===== config.mk =====
export PLATFORM = sky130hd
export DESIGN_NAME = radio_frame_descrambler_addr_filter_top
export DESIGN_NICKNAME = d
export VERILOG_FILES = /design/src/rtl/core/rfdaf_pkg.sv /design/src/rtl/core/radio_frame_descrambler_addr_filter_top.sv
export SDC_FILE = /design/constraint.sdc
export NUM_CORES = 1
export LEC_CHECK = 0
export BUFFER_PORTS_ARGS = -buffer_cell sky130_fd_sc_hd__buf_2
export CORE_UTILIZATION = 51
export DETAILED_ROUTE_END_ITERATION = 12
export PLACE_DENSITY = 0.83
export SYNTH_ARGS = -nofsm -noshare
export SYNTH_HDL_FRONTEND = slang
export SYNTH_SLANG_ARGS = --single-unit

===== constraint.sdc =====
create_clock -name clk -period 3.9 [get_ports clk]
set_clock_uncertainty 0.05 [all_clocks]
set_input_delay 0 -clock clk [delete_from_list [all_inputs] [get_ports clk]]
set_output_delay 0 -clock clk [all_outputs]
set_load 0.01 [all_outputs]

===== src/rtl/core/rfdaf_pkg.sv =====
// Package for the radio frame descrambler with own-address filter.
// Holds the field widths and the descrambling constants.
// No dependencies.
`timescale 1ns / 1ps

package rfdaf_pkg;

    localparam int BYTE_W = 8;
    localparam int ADDR_W = 24;

    // Scrambler constants
    localparam logic [BYTE_W-1:0] SCRAMBLE_XOR = 8'h89;
    localparam logic [BYTE_W-1:0] CHAIN_ADD    = 8'hDC;

    // Frame positions with a special meaning
    localparam logic [BYTE_W-1:0] POS_LENGTH   = 8'd0;
    localparam logic [BYTE_W-1:0] POS_INVERT   = 8'd1;
    localparam logic [BYTE_W-1:0] POS_KEY      = 8'd2;
    localparam logic [BYTE_W-1:0] POS_ADDR_HI  = 8'd7;
    localparam logic [BYTE_W-1:0] POS_ADDR_MID = 8'd8;
    localparam logic [BYTE_W-1:0] POS_ADDR_LO  = 8'd9;
    localparam logic [BYTE_W-1:0] MIN_ADDR_LEN = 8'd8;

    typedef logic [BYTE_W-1:0] byte_t;

endpackage


===== src/rtl/core/radio_frame_descrambler_addr_filter_top.sv =====
// Radio frame descrambler with own-address filter, top level.
// Depends on rfdaf_pkg.
`timescale 1ns / 1ps

// Usage:
//   Scrambled frame bytes enter on the s_axis channel, one word per byte;
//   s_axis_tuser set marks the length byte that opens a new frame and
//   drops any frame in progress. Each accepted word yields exactly one
//   result word on m_axis: the decoded byte and its position in the frame,
//   tlast on the final byte, and tuser on the final byte when the length
//   byte is at least eight and bytes 7 to 9, where they precede the final
//   byte, match device_address. A byte that arrives without tuser while
//   no frame is open gives an all-zero result word.
//   The input register takes each accepted word; the result register
//   takes its result from the add/xor logic between the two registers.
//   Throughput: one word per cycle while the receiver does not stall.
//   When the receiver stalls, the result register holds and the input
//   register still takes one more word if it is empty; then s_axis_tready drops.
//   Reset empties both pipeline stages and resets the frame state;
//   the address goes to zero. Write cfg_wdata with cfg_we only while idle.
module radio_frame_descrambler_addr_filter_top
    import rfdaf_pkg::*;
(
    input  logic              clk,
    input  logic              rst_n,
    input  logic              cfg_we,
    input  logic [ADDR_W-1:0] cfg_wdata,        // device_address
    input  logic              s_axis_tvalid,
    output logic              s_axis_tready,
    input  logic [7:0]        s_axis_tdata,     // [7:0] raw_byte
    input  logic              s_axis_tuser,     // frame_start
    output logic              m_axis_tvalid,
    input  logic              m_axis_tready,
    output logic [15:0]       m_axis_tdata,     // [7:0] decoded_byte, [15:8] byte_index
    output logic              m_axis_tlast,     // last_byte
    output logic              m_axis_tuser      // for_us
);

    // Configuration
    logic [ADDR_W-1:0] device_address_reg;

    // Input register
    logic  in_vld_reg;
    byte_t in_raw_reg;
    logic  in_start_reg;

    // Result register
    logic  out_vld_reg;
    byte_t out_dec_reg;
    byte_t out_idx_reg;
    logic  out_last_reg;
    logic  out_us_reg;

    // Frame state
    byte_t position_reg, position_next;
    byte_t frame_length_reg, frame_length_next;
    byte_t previous_raw_reg, previous_raw_next;
    byte_t final_key_reg, final_key_next;
    logic  address_ok_reg, address_ok_next;
    logic  address_checked_reg, address_checked_next;

    // Combinational result
    byte_t res_dec;
    byte_t res_idx;
    logic  res_last;
    logic  res_us;
    byte_t chain_dec;
    byte_t want_byte;

    logic out_free;
    logic advance;

    assign out_free      = !out_vld_reg || m_axis_tready;
    assign advance       = in_vld_reg && out_free;
    assign s_axis_tready = !in_vld_reg || out_free;

    assign chain_dec = byte_t'(previous_raw_reg + CHAIN_ADD) ^ in_raw_reg;

    always_comb
    begin
        case (position_reg)
            POS_ADDR_HI:  want_byte = device_address_reg[23:16];
            POS_ADDR_MID: want_byte = device_address_reg[15:8];
            default:      want_byte = device_address_reg[7:0];
        endcase
    end

    always_comb
    begin
        res_dec              = '0;
        res_idx              = '0;
        res_last             = 1'b0;
        res_us               = 1'b0;
        position_next        = position_reg;
        frame_length_next    = frame_length_reg;
        previous_raw_next    = previous_raw_reg;
        final_key_next       = final_key_reg;
        address_ok_next      = address_ok_reg;
        address_checked_next = address_checked_reg;

        if (in_start_reg)
        begin
            // Length byte: restart the frame
            frame_length_next    = in_raw_reg;
            previous_raw_next    = in_raw_reg;
            final_key_next       = '0;
            address_ok_next      = 1'b1;
            address_checked_next = 1'b0;
            res_dec              = in_raw_reg;
            res_idx              = POS_LENGTH;
            res_last             = (in_raw_reg == '0);
            position_next        = (in_raw_reg == '0) ? POS_LENGTH : POS_INVERT;
        end
        else if (position_reg != POS_LENGTH)
        begin
            res_idx           = position_reg;
            previous_raw_next = in_raw_reg;
            if (position_reg == frame_length_reg)
            begin
                res_dec       = in_raw_reg ^ final_key_reg;
                res_last      = 1'b1;
                res_us        = (frame_length_reg >= MIN_ADDR_LEN) && address_ok_reg
                                && address_checked_reg;
                position_next = POS_LENGTH;
            end
            else
            begin
                if (position_reg == POS_INVERT)
                begin
                    res_dec = ~in_raw_reg ^ SCRAMBLE_XOR;
                end
                else
                begin
                    res_dec = chain_dec;
                    if (position_reg == POS_KEY)
                    begin
                        final_key_next = chain_dec;
                    end
                    if (position_reg >= POS_ADDR_HI && position_reg <= POS_ADDR_LO)
                    begin
                        address_checked_next = 1'b1;
                        if (chain_dec != want_byte)
                        begin
                            address_ok_next = 1'b0;
                        end
                    end
                end
                position_next = position_reg + 8'd1;
            end
        end
        // else: idle byte, drop it with an all-zero result
    end

    always_ff @(posedge clk or negedge rst_n)
    begin
        if (!rst_n)
        begin
            device_address_reg <= '0;
        end
        else if (cfg_we)
        begin
            device_address_reg <= cfg_wdata;
        end
    end

    // Input register
    always_ff @(posedge clk or negedge rst_n)
    begin
        if (!rst_n)
        begin
            in_vld_reg <= 1'b0;
        end
        else if (s_axis_tready)
        begin
            in_vld_reg <= s_axis_tvalid;
        end
    end

    always_ff @(posedge clk)
    begin
        if (s_axis_tready && s_axis_tvalid)
        begin
            in_raw_reg   <= s_axis_tdata;
            in_start_reg <= s_axis_tuser;
        end
    end

    // Result register and frame state
    always_ff @(posedge clk or negedge rst_n)
    begin
        if (!rst_n)
        begin
            out_vld_reg         <= 1'b0;
            position_reg        <= '0;
            frame_length_reg    <= '0;
            previous_raw_reg    <= '0;
            final_key_reg       <= '0;
            address_ok_reg      <= 1'b1;
            address_checked_reg <= 1'b0;
        end
        else
        begin
            if (out_free)
            begin
                out_vld_reg <= in_vld_reg;
            end
            if (advance)
            begin
                position_reg        <= position_next;
                frame_length_reg    <= frame_length_next;
                previous_raw_reg    <= previous_raw_next;
                final_key_reg       <= final_key_next;
                address_ok_reg      <= address_ok_next;
                address_checked_reg <= address_checked_next;
            end
        end
    end

    always_ff @(posedge clk)
    begin
        if (advance)
        begin
            out_dec_reg  <= res_dec;
            out_idx_reg  <= res_idx;
            out_last_reg <= res_last;
            out_us_reg   <= res_us;
        end
    end

    assign m_axis_tvalid = out_vld_reg;
    assign m_axis_tdata  = {out_idx_reg, out_dec_reg};
    assign m_axis_tlast  = out_last_reg;
    assign m_axis_tuser  = out_us_reg;

`ifndef NO_ASSERTIONS
    a_us_only_last: assert property (@(posedge clk) disable iff (!rst_n)
        m_axis_tvalid && m_axis_tuser |-> m_axis_tlast)
        else $error("for_us set on a non-final byte");

    a_us_long_frame: assert property (@(posedge clk) disable iff (!rst_n)
        m_axis_tvalid && m_axis_tuser |-> out_idx_reg >= MIN_ADDR_LEN)
        else $error("for_us set on a frame shorter than the address field");

    a_last_closes: assert property (@(posedge clk) disable iff (!rst_n)
        advance && res_last |=> position_reg == POS_LENGTH)
        else $error("frame still open after its final byte");

    a_pos_bound: assert property (@(posedge clk) disable iff (!rst_n)
        position_reg <= frame_length_reg)
        else $error("position beyond frame length");
`endif

endmodule


# Yosys cells after proc, flatten, opt, wreduce, memory -nomap -nowiden
# Index checks and enable logic that the tools add are counted.
[classes] n_addsub=2 n_mul=0 div_mod_pow=0 order_cmp=3 eq_ne=8 shifts=0 mux=30 bitwise=6 n_reduce_logical=22
[op_table] operator="$mux 8" count=14
[op_table] operator="$pmux 8 s2" count=1
[op_table] operator="$xor 8x8->8" count=2
[op_table] operator="$mux 1" count=15
[op_table] operator="$reduce_and 5->1" count=2
[op_table] operator="$add 8x1->8 const B" count=1
[op_table] operator="$add 8x8->8 const B" count=1
[op_table] operator="$eq 8x1->1 const B" count=1
[op_table] operator="$eq 8x2->1 const B" count=1
[op_table] operator="$eq 8x3->1 const B" count=1
[op_table] operator="$eq 8x4->1 const B" count=1
[op_table] operator="$eq 8x8->1" count=1
[op_table] operator="$ge 8x3->1 const B" count=1
[op_table] operator="$ge 8x4->1 const B" count=1
[op_table] operator="$le 8x4->1 const B" count=1
[op_table] operator="$logic_not 8->1" count=1
[op_table] operator="$ne 8x8->1" count=1
[op_table] operator="$not 8->8" count=1
[op_table] operator="$reduce_bool 2->1" count=4
[op_table] operator="$reduce_bool 8->1" count=1
[op_table] operator="$reduce_and 6->1" count=1
[op_table] operator="$logic_and 1x1->1" count=5
[op_table] operator="$ne 2x2->1 const B" count=2
[op_table] operator="$reduce_and 2->1" count=2
[op_table] operator="6 further kinds" count=9
[word_totals] ff_bits=87 latch_bits=0 mem_bits_rw=0 romBits=0 in_bits=38 out_inout_bits=20 elab_cells=86 mem_count=0

# Logic depth before layout (Yosys ltp)
# Gate-level depths: netlist of run 1.
[logic_depth] word_depth=9 depth_mapped=9 mapped_depth_nobuf=8

# Worst setup path before layout of run 1
# Ideal clock, no wire load.
[synth_timing] path_type="flip-flop to flip-flop" startpoint="register position_reg[0]" endpoint="register address_ok_reg" setup_time_ns=0.072 arrival_time_ns=2.422 required_ns=3.778 setup_slack_ns=1.356 path_stages_with_launch=10 path_buffers=1 synth_period_minus_slack_ns=2.544 path_cell_list="dfrtp_1 inv_1 ha_1 and3b_1 clkbuf_1 o21ai_2 a221o_1 a211oi_1 or4b_1 o21ai_1"
[synth_via] elab_chain_cells=5 elab_cells_between_ends=16 classes_between="2 x order compare; 7 x eq/ne; 1 x mux; 6 x reduce/logical"
[synth_rtl] item="start: declaration" line="radio_frame_descrambler_addr_filter_top.sv:55" text="byte_t position_reg, position_next;"
[synth_rtl] item="start signal: assignment" line="radio_frame_descrambler_addr_filter_top.sv:209" text="position_reg <= position_next;"
[synth_rtl] item="$eq 8x4->1 / $eq 8x3->1 (equally long branches)" line="radio_frame_descrambler_addr_filter_top.sv:81" text="case (position_reg)"
[synth_rtl] item="$pmux 8 s2" line="radio_frame_descrambler_addr_filter_top.sv:81"
[synth_rtl] item="$ne 8x8->1" line="radio_frame_descrambler_addr_filter_top.sv:142" text="if (chain_dec != want_byte)"
[synth_rtl] item="$reduce_bool 2->1 (no source line)"
[synth_rtl] item="$reduce_and 6->1 (no source line) (*)"
[synth_rtl] item="end signal: assignment" line="radio_frame_descrambler_addr_filter_top.sv:213" text="address_ok_reg <= address_ok_next;"
[synth_rtl] item="end: declaration" line="radio_frame_descrambler_addr_filter_top.sv:59" text="logic address_ok_reg, address_ok_next;"
# Every way passes the cells marked *; elsewhere a longest branch is shown, timed or not.
# A chain may end at the register's enable or synchronous reset.

# Worst setup path in the final report of run 1
[layout_timing] startpoint="register position_reg[4]" endpoint="register address_ok_reg"
# The elaborated chain is that of the path after synthesis.

==> key figures, run 1 <==
Cells and area
  – Most frequent cells in the layout: dfrtp_1 (59), buf_2 (57), dlygate4sd3_1 (38), nand2_1 (37), mux2_2 (32)
  – Max FFs per register: 24
  – Finished Core Util: 0.6594
  – Layout cells sized above 1: 0.2367
  – Area Overhead vs Synth: 22.23%
  – Antenna cells: 0
  – Nets: 507
  – Most common cell after layout, fill and taps aside: dfrtp_1

CTS
  – CTS clk-pin slew, worst paths: 80 ps
  – H-tree Lvls: 3
  – Post-CTS sizing: 0
  – CTS tree: done
  – Worst skew pair latency: 360 ps
  – Num CTS Buffers: 9
  – Hold_buf cts: 38
  – Num Clock Sinks: 87
  – Post-CTS setup buffers: 0
  – CTS Buffer Depth: 2
  – Root buffer cell: clkbuf_8

Setup path
  – Crit. Startpoint: position_reg[4]
  – CP required: 4150 ps
  – Crit-path max FO: 17
  – Critical path class: flip-flop to flip-flop
  – Startpoint types: flip-flop
  – Worst EP arrival: 3160 ps
  – Critical R2R Launch: position_reg[4]
  – Worst setup EP type: flip-flop
  – Crit-path cells: nor4_4 -> o21ai_2 -> a221o_1 -> a211oi_1 -> or4b_1 -> o21ai_1
  – Crit path max-delay family: simple AND/OR/NAND/NOR gates
  – CP max stage delay: 780 ps
  – Critical path buffers and inverters: 0
  – CP max-delay cell: nor4_4

Die
  – Row count: 32
  – Die area: 8713 µm²
  – I/O pin total: 58
  – Core area: 7888 µm²
  – Die Y: 93.35 µm
  – Die W: 93.35 µm
  – Initial core utilization: 0.5395

Synthesis
  – Ys Warns: 0
  – Fraction of registers with async set/reset: 0.6897
  – Mapped Cells: 375
  – Yosys cell types: 54
  – Synth Register Bits: 87
  – Area of the mapped netlist: 4255 µm²
  – Synth Area per Inst: 11.35 µm²
  – Post-synth EDFFs: 27
  – Mapped Nets: 418
  – Register area share after synthesis: 0.5437
  – Ys flop type: dfrtp_1

GRT
  – Initial antenna violation count: 0
  – Vias in the first global route: 3457
  – Largest net degree at the start of global routing: 53
  – Remaining global-route overflow: 0
  – First-pass GRT wire length: 16680 µm
  – All-Layer GR Usage: 0.2577

STA
  – Fmax: 0.3432 GHz
  – Max-slew headroom: 0.4097
  – Slew @ Worst Pin: 885.4 ps
  – RSZ-0062 raised after global routing: false
  – Hold Vio Cnt, Final: 0
  – Setup ws final: 986.3 ps
  – Minimum clock period: 2914 ps
  – Setup_tns: 0 ps
  – Tcrit/Tclk final: 0.7471
  – Final count of pins violating max slew: 0
  – # setup viols final: 0

Pwr
  – Internal power: 1.899 mW
  – Power Total: 2.896 mW
  – Clock power share: 0.238
  – P per Cell Area: 556.9 nW/µm²
  – Sw frac: 0.3443
  – VDD IR-drop max: 0.0003498 V
  – Sequential share of power: 0.435
  – Comb power frac: 0.328
  – P_sw: 997.1 µW
  – Leakage: 2.202 nW

Routing
  – Avg WL per Cell: 17.66 µm
  – Initial DRC count: 239
  – Total wire length: 10080 µm
  – DR vias/cell: 5.961
  – DRT Pass-1 Iters: 5
  – Final routed DRC violation total: 0
  – Via count: 3404
  – Antenna Nets Post-Route: 0

Run
  – Maxcap violations: 0

Placement
  – RePlAce Congestion: 0.8969
  – HPWL Detailed: 6836 µm
  – Port bufs: 57
  – Pre-CTS setup slack: 1098 ps

Run status
  – Run status: finished clean

Worst hold path
  – Tightest Hold Check Type: primary input to flip-flop
  – Min-delay src: cfg_we
## layer usage
layer | vias up | share of wire | track usage
met3 | 34 | 0.059 | 0.05041
met2 | 148 | 0.50 | 0.4406
met5 | - | 0 | 0
met4 | 0 | 0.034 | 0.1359
met1 | 1697 | 0.40 | 0.3074
li1 | 1525 | - | -
## cell type report
| class | instances | area, µm² |
|---|---|---|
| Fill cell | 599 | 2686 |
| Sequential cell | 87 | 2313 |
| Multi-Input combinational cell | 256 | 1813 |
| Timing Repair Buffer | 98 | 688.2 |
| Clock buffer | 11 | 141.4 |
| Tap cell | 102 | 127.6 |
| Clock inverter | 5 | 72.57 |
| Inverter | 12 | 45.04 |
## through the flow
| stage | hold slack, ps | cell area [µm²] | std cells |
|---|---|---|---|
| final | 174.6 | 5201 | 571 |
| after global routing | 185.6 | 5201 | 571 |
| after CTS | 162.2 | 5201 | 571 |
| after detailed placement | -189.6 | 4607 | 517 |
| after global placement | -195.6 | 4607 | 517 |
| after floorplan | -345.6 | 4255 | 375 |
## kinds of logic after synthesis
kind of cell,after synthesis,synth area share
and+or+nand+nor,112,0.1382
DFF,87,0.5437
AOI/OAI and AO/OA,74,0.1206
xor gates and xnor gates,33,0.06792
buffers and inverters,32,0.03028
muxes,32,0.08468
adders and majority gates,5,0.01470
## worst reg2reg max path, delay by kind of cell (launching register included)
family | cells | cell delay, ps
simple gates | 2 | 1240
compound gates | 4 | 1090
flops | 1 | 480
## power groups by stage
stage	Combinational, mW	Sequential, mW	Clock [mW]
after global routing	1.04	1.27	0.731
after global placement	0.869	1.26	0
after CTS	0.934	1.25	0.694
after detailed placement	0.899	1.27	0
after floorplan	0.672	1.23	0
final	0.949	1.26	0.688
## path summary, 6_finish.rpt
kind,slack (ps),depth (start not counted),to
hold / removal,170,2,device_address_reg[12]
min in group asynchronous,260,3,frame_length_reg[1]
setup / recovery,990,6,address_ok_reg
max in group asynchronous,2960,3,frame_length_reg[4]
hold reg to reg,450,1,m_axis_tvalid
setup reg to reg,990,6,address_ok_reg
## Yosys cell counts, types with 3 or more instances
master	instances	area [µm²]
and2_1	5	31.28
clkbuf_1	17	63.81
ha_1	5	62.56
nand4_1	6	37.54
edfxtp_1	27	810.8
nor2b_1	6	37.54
nand3_1	8	40.04
a22oi_1	6	45.04
nand2b_1	5	31.28
or3_1	4	25.02
nand2_1	37	138.9
nor3_1	3	15.01
a21oi_1	7	35.03
nor3b_1	4	30.03
mux2_2	32	360.4
nor2_1	21	78.83
a21boi_0	3	22.52
xnor2_1	21	183.9
inv_1	12	45.04
o21ai_0	22	110.1
dfrtp_1	59	1476
a22o_1	13	113.9
xor2_1	12	105.1
(Power assumes the default switching activity.)
==> run 2, diff against run 1 <==
==> constraint.sdc (replaced) <==
create_clock -name clk -period 2.9 [get_ports clk]
set_clock_uncertainty 0.05 [all_clocks]
set_input_delay 0 -clock clk [delete_from_list [all_inputs] [get_ports clk]]
set_output_delay 0 -clock clk [all_outputs]
set_load 0.01 [all_outputs]
==> run 2 against run 1 <==
Effect of this change: critical path depth is 2 higher; sequential cell count did not move; hold slack improved by 6.7 ps; non-clock buffer count is 4 higher; first-iteration DRC count is 5.9% higher; core utilization rose by 0.16 points; sequential share of layout area down 0.11 points; count of clock-buffer cells in the layout rose by 1; worst setup slack lost 810 ps; cell count up 0.70%.
==> key figures, run 2 (synthesized netlist as in run 1, its figures left out) <==
Routing
  – DR vias/cell: 5.843 (was 5.961)
  – Final routed DRC violation total: 0 (unchanged)
  – Initial DRC count: 253 (was 239)
  – DRT Pass-1 Iters: 5 (unchanged)
  – Avg WL per Cell: 17.04 µm (was 17.66 µm)
  – Via count: 3360 (was 3404)
  – Total wire length: 9796 µm (was 10080 µm)
  – Antenna Nets Post-Route: 0 (unchanged)

CTS
  – CTS tree: done (unchanged)
  – Post-CTS setup buffers: 0 (unchanged)
  – Num CTS Buffers: 9 (unchanged)
  – Root buffer cell: clkbuf_8 (unchanged)
  – Num Clock Sinks: 87 (unchanged)
  – Worst skew pair latency: 370 ps (was 360 ps)
  – H-tree Lvls: 3 (unchanged)
  – CTS Buffer Depth: 2 (unchanged)
  – CTS clk-pin slew, worst paths: 100 ps (was 80 ps)

Setup path
  – Startpoint types: flip-flop (unchanged)
  – Crit-path max FO: 10 (was 17)
  – Worst setup EP type: flip-flop (unchanged)
  – CP required: 3140 ps (was 4150 ps)
  – Crit-path cells: inv_1 -> ha_1 -> and3b_1 -> o21ai_2 -> a221o_1 -> a211oi_1 -> or4b_1 -> o21ai_1 (was nor4_4 -> o21ai_2 -> a221o_1 -> a211oi_1 -> or4b_1 -> o21ai_1)
  – CP max stage delay: 470 ps (was 780 ps)
  – Critical path class: flip-flop to flip-flop (unchanged)
  – Worst EP arrival: 2970 ps (was 3160 ps)
  – CP max-delay cell: dfrtp_1 (was nor4_4)
  – Worst R2R Setup Slack: 170 ps (was 990 ps)

Cells and area
  – Finished Core Util: 0.6610 (was 0.6594)
  – Layout cells sized above 1: 0.2495 (was 0.2367)
  – Area Overhead vs Synth: 22.52% (was 22.23%)
  – Footprint of the multi-input gates: 1814 µm² (was 1813 µm²)
  – FF/Latch Area: 2313 µm² (unchanged)
  – Final-layout fill cell count: 606 (was 599)
  – Most common cell after layout, fill and taps aside: dfrtp_1 (unchanged)
  – Nets: 511 (was 507)
  – Non-Filler Instances: 575 (was 571)
  – Max FFs per register: 24 (unchanged)
  – Most frequent cells in the layout: dfrtp_1 (59), buf_2 (57), nand2_1 (37), dlygate4sd3_1 (37), mux2_2 (32) (was dfrtp_1 (59), buf_2 (57), dlygate4sd3_1 (38), nand2_1 (37), mux2_2 (32))
  – Antenna cells: 0 (unchanged)

Worst hold path
  – Tightest Hold Check Type: primary input to flip-flop (unchanged)

Die
  – I/O pin total: 58 (unchanged)
  – Row count: 32 (unchanged)
  – Initial core utilization: 0.5395 (unchanged)
  – Die area: 8713 µm² (unchanged)
  – Die Y: 93.35 µm (unchanged)
  – Die W: 93.35 µm (unchanged)
  – Core area: 7888 µm² (unchanged)

Placement
  – HPWL Detailed: 6641 µm (was 6836 µm)
  – Port bufs: 57 (unchanged)
  – RePlAce Congestion: 0.8749 (was 0.8969)
  – Placed insts: 522 (was 517)

STA
  – RSZ-0062 raised after global routing: false (unchanged)
  – Minimum clock period: 2725 ps (was 2914 ps)
  – Hold Vio Cnt, Final: 0 (unchanged)
  – Final count of pins violating max slew: 0 (unchanged)
  – Slew @ Worst Pin: 811.0 ps (was 885.4 ps)
  – # setup viols final: 0 (unchanged)
  – Setup_tns: 0 ps (unchanged)
  – Fmax: 0.3669 GHz (was 0.3432 GHz)
  – Max-slew headroom: 0.4579 (was 0.4097)
  – Tcrit/Tclk final: 0.9397 (was 0.7471)

GRT
  – First-pass GRT wire length: 16090 µm (was 16680 µm)
  – Remaining global-route overflow: 0 (unchanged)
  – Vias in the first global route: 3334 (was 3457)
  – Initial antenna violation count: 0 (unchanged)
  – All-Layer GR Usage: 0.2465 (was 0.2577)
  – Largest net degree at the start of global routing: 61 (was 53)

Pwr
  – VDD IR-drop max: 0.0004229 V (was 0.0003498 V)
  – P_sw: 1.344 mW (was 997.1 µW)
  – Sequential share of power: 0.437 (was 0.435)
  – Clock power share: 0.224 (was 0.238)
  – P per Cell Area: 736.0 nW/µm² (was 556.9 nW/µm²)
  – Comb power frac: 0.339 (was 0.328)
  – Internal power: 2.493 mW (was 1.899 mW)
  – Leakage: 2.211 nW (was 2.202 nW)
  – Sw frac: 0.3502 (was 0.3443)

Run status
  – Run status: finished clean (unchanged)

Run
  – Maxcap violations: 0 (unchanged)
[run 2: per-layer routing]
layer / track usage / share of wire / vias up
met5: 0 / 0 / -
met2: 0.4081 / 0.50 / 173
met1: 0.3132 / 0.40 / 1627
met4: 0.1372 / 0.035 / 0
met3: 0.03333 / 0.067 / 31
li1: - / - / 1529
[run 2: final timing paths]
| kind | end | start | depth (start not counted) |
|---|---|---|---|
| min reg2reg | m_axis_tvalid | in_vld_reg | 1 |
| max | address_ok_reg | position_reg[0] | 8 |
| max in group asynchronous | position_reg[6] | rst_n | 3 |
| max reg2reg | address_ok_reg | position_reg[0] | 8 |
| min in group asynchronous | frame_length_reg[7] | rst_n | 3 |
| min | device_address_reg[22] | cfg_we | 2 |
[run 2: area by class of cell]
cell class,instances,area share
Clock buffer,12,0.02784
Clock inverter,4,0.01008
Timing Repair Buffer,102,0.1373
Tap cell,102,0.02448
Multi-Input combinational cell,256,0.3480
Inverter,12,0.008639
Sequential cell,87,0.4437
[run 2: power groups by stage]
stage	logic, mW	registers [mW]	clock network [mW]
4_1_cts	1.29	1.67	0.867
3_5_place_dp	1.22	1.70	0
3_3_place_gp	1.18	1.69	0
5_1_grt	1.43	1.70	0.909
2_1_floorplan	0.904	1.65	0
6_report	1.30	1.68	0.858
[run 2: repair_timing]
item,CTS,global route
hold endpoints to repair,94,0
hold buffers,37,0
setup endpoints to repair,0,1
gates resized for setup,0,1
[run 2: metrics by stage]
step	instance area, µm²	hold WS [ps]	total power [mW]	setup WS, ps
floorplan	4255	-345.6	2.553	356.3
global placement	4644	127.7	2.868	403.1
detailed placement	4644	128.1	2.920	237.4
CTS	5213	169.3	3.828	212.6
global route	5214	205.7	4.040	17.17
finish	5214	181.3	3.838	174.7
[run 2: worst max-delay path: cells and delay by family, from the launching register on]
kind,cells,cell delay [ps]
AOI/OAI and AO/OA,4,970
and+or+nand+nor,2,810
DFF,1,470
adders and majority gates,1,190
buffers and inverters,1,150
==> run 3, diff against run 2 <==
--- a/config.mk
+++ b/config.mk
@@ -6,9 +6,10 @@
 export NUM_CORES = 1
 export LEC_CHECK = 0
 export BUFFER_PORTS_ARGS = -buffer_cell sky130_fd_sc_hd__buf_2
+export CORE_ASPECT_RATIO = 1.4
 export CORE_UTILIZATION = 51
 export DETAILED_ROUTE_END_ITERATION = 12
-export PLACE_DENSITY = 0.83
+export PLACE_DENSITY = 0.72
 export SYNTH_ARGS = -nofsm -noshare
 export SYNTH_HDL_FRONTEND = slang
 export SYNTH_SLANG_ARGS = --single-unit
==> run 3 against run 2 <==
Effect of this change: non-clock buffer count is the same; largest cell class unchanged; clock power grew 54%; hold slack lost 37 ps; critical endpoint unchanged; first-iteration DRC count grew 9.1%; highest routed layer unchanged.
==> key figures, run 3 (synthesized netlist as in run 1, its figures left out) <==
Routing
  – Avg WL per Cell: 16.38 µm (was 17.04 µm)
  – DRT Pass-1 Iters: 5 (unchanged)
  – Final routed DRC violation total: 0 (unchanged)
  – Total wire length: 9421 µm (was 9796 µm)
  – Antenna Nets Post-Route: 0 (unchanged)
  – Initial DRC count: 276 (was 253)
  – Via count: 3206 (was 3360)
  – DR vias/cell: 5.576 (was 5.843)

STA
  – # setup viols final: 0 (unchanged)
  – Fmax: 0.3811 GHz (was 0.3669 GHz)
  – Slew @ Worst Pin: 664.5 ps (was 811.0 ps)
  – Setup_tns: 0 ps (unchanged)
  – Hold Vio Cnt, Final: 0 (unchanged)
  – Max-slew headroom: 0.5523 (was 0.4579)
  – Tcrit/Tclk final: 0.9048 (was 0.9397)
  – Minimum clock period: 2624 ps (was 2725 ps)
  – Final count of pins violating max slew: 0 (unchanged)
  – RSZ-0062 raised after global routing: false (unchanged)

CTS
  – Hold_buf cts: 37 (unchanged)
  – Worst skew pair latency: 340 ps (was 370 ps)
  – Num Clock Sinks: 87 (unchanged)
  – Root buffer cell: clkbuf_16 (was clkbuf_8)
  – CTS tree: done (unchanged)
  – Post-CTS setup buffers: 0 (unchanged)
  – CTS clk-pin slew, worst paths: 60 ps (was 100 ps)
  – CTS Buffer Depth: 2 (unchanged)
  – Post-CTS sizing: 0 (unchanged)
  – H-tree Lvls: 3 (unchanged)
  – Num CTS Buffers: 9 (unchanged)

Pwr
  – Comb power frac: 0.296 (was 0.339)
  – Sw frac: 0.3186 (was 0.3502)
  – Internal power: 2.910 mW (was 2.493 mW)
  – Clock power share: 0.309 (was 0.224)
  – P per Cell Area: 796.7 nW/µm² (was 736.0 nW/µm²)
  – VDD IR-drop max: 0.0004409 V (was 0.0004229 V)
  – P_sw: 1.361 mW (was 1.344 mW)
  – Sequential share of power: 0.396 (was 0.437)
  – Leakage: 2.285 nW (was 2.211 nW)

Die
  – Die area: 8718 µm² (was 8713 µm²)
  – Die Y: 110.1 µm (was 93.35 µm)
  – Initial core utilization: 0.5222 (was 0.5395)
  – Die W: 79.20 µm (was 93.35 µm)
  – Core area: 8149 µm² (was 7888 µm²)
  – Row count: 39 (was 32)
  – I/O pin total: 58 (unchanged)

Setup path
  – CP required: 3120 ps (was 3140 ps)
  – Critical path class: flip-flop to flip-flop (unchanged)
  – Startpoint types: flip-flop (unchanged)
  – Worst setup EP type: flip-flop (unchanged)
  – Worst EP arrival: 2850 ps (was 2970 ps)
  – Crit-path max FO: 10 (unchanged)

Cells and area
  – Layout cells sized above 1: 0.2516 (was 0.2495)
  – Max FFs per register: 24 (unchanged)
  – Most common cell after layout, fill and taps aside: dfrtp_1 (unchanged)
  – Nets: 511 (unchanged)
  – Finished Core Util: 0.6578 (was 0.6610)
  – Most frequent cells in the layout: dfrtp_1 (59), buf_2 (57), nand2_1 (37), dlygate4sd3_1 (37), mux2_2 (32) (unchanged)
  – Antenna cells: 0 (unchanged)
  – Area Overhead vs Synth: 25.96% (was 22.52%)
  – Non-Filler Instances: 575 (unchanged)
  – Final Instance Area: 5360 µm² (was 5214 µm²)

GRT
  – First-pass GRT wire length: 15850 µm (was 16090 µm)
  – Initial antenna violation count: 0 (unchanged)
  – All-Layer GR Usage: 0.2445 (was 0.2465)
  – Largest net degree at the start of global routing: 26 (was 61)
  – Vias in the first global route: 3270 (was 3334)
  – Remaining global-route overflow: 0 (unchanged)

Placement
  – HPWL Detailed: 6769 µm (was 6641 µm)
  – Port bufs: 57 (unchanged)
  – RePlAce Congestion: 0.9247 (was 0.8749)
  – Dpl cell area: 4644 µm² (unchanged)
  – Placed insts: 522 (unchanged)

Run
  – Maxcap violations: 0 (unchanged)

Run status
  – Run status: finished clean (unchanged)

Worst hold path
  – Tightest Hold Check Type: primary input to asynchronous set/reset pin (was primary input to flip-flop)
==> run 3: final cells by class <==
class	count	area (µm²)
fill	632	2789
clock buffer	9	225.2
inverter	12	45.04
tap	102	127.6
multi-input combinational	256	1813
sequential	87	2313
clock inverter	7	120.1
timing repair buffer	102	715.7
==> run 3: per-stage QoR <==
step	setup slack [ps]	hold WS [ps]	power, mW
6_report	276.2	143.8	4.270
5_1_grt	58.90	190.8	4.537
4_1_cts	264.5	161.6	4.289
3_5_place_dp	285.6	-16.94	2.925
3_3_place_gp	356.6	-17.78	2.882
2_1_floorplan	356.3	-345.6	2.553
==> run 3: final timing paths <==
kind	start	end	slack, ps	depth (start not counted)
max	position_reg[0]	address_ok_reg	280	7
min	rst_n	device_address_reg[14]	140	2
max reg2reg	position_reg[0]	address_ok_reg	280	7
min reg2reg	in_vld_reg	m_axis_tvalid	440	1
max in group asynchronous	rst_n	final_key_reg[7]	1960	3
min in group clk	cfg_we	device_address_reg[23]	200	2
==> run 3: power groups by stage <==
| stage | clock network (mW) | registers (mW) | logic, mW |
|---|---|---|---|
| 3_5_place_dp | 0 | 1.71 | 1.22 |
| 4_1_cts | 1.34 | 1.69 | 1.26 |
| 3_3_place_gp | 0 | 1.70 | 1.18 |
| 6_report | 1.32 | 1.69 | 1.26 |
| 5_1_grt | 1.39 | 1.72 | 1.43 |
| 2_1_floorplan | 0 | 1.65 | 0.904 |
==> run 3: worst max-delay path, stage by stage, from the launching register on <==
cell      delay [ps]
dfrtp_1          470
ha_1             270
and3b_1          380
o21ai_2          200
a221o_1          390
a211oi_1         210
or4b_1           450
o21ai_1          130
==> run 3: per-layer routing <==
layer  global-route usage  up-vias  share of wire
met1               0.2813     1552           0.39
met5                    0        -              0
met3              0.04033       21          0.040
met4               0.1260        0          0.030
li1                     -     1530              -
met2               0.4360      103           0.54
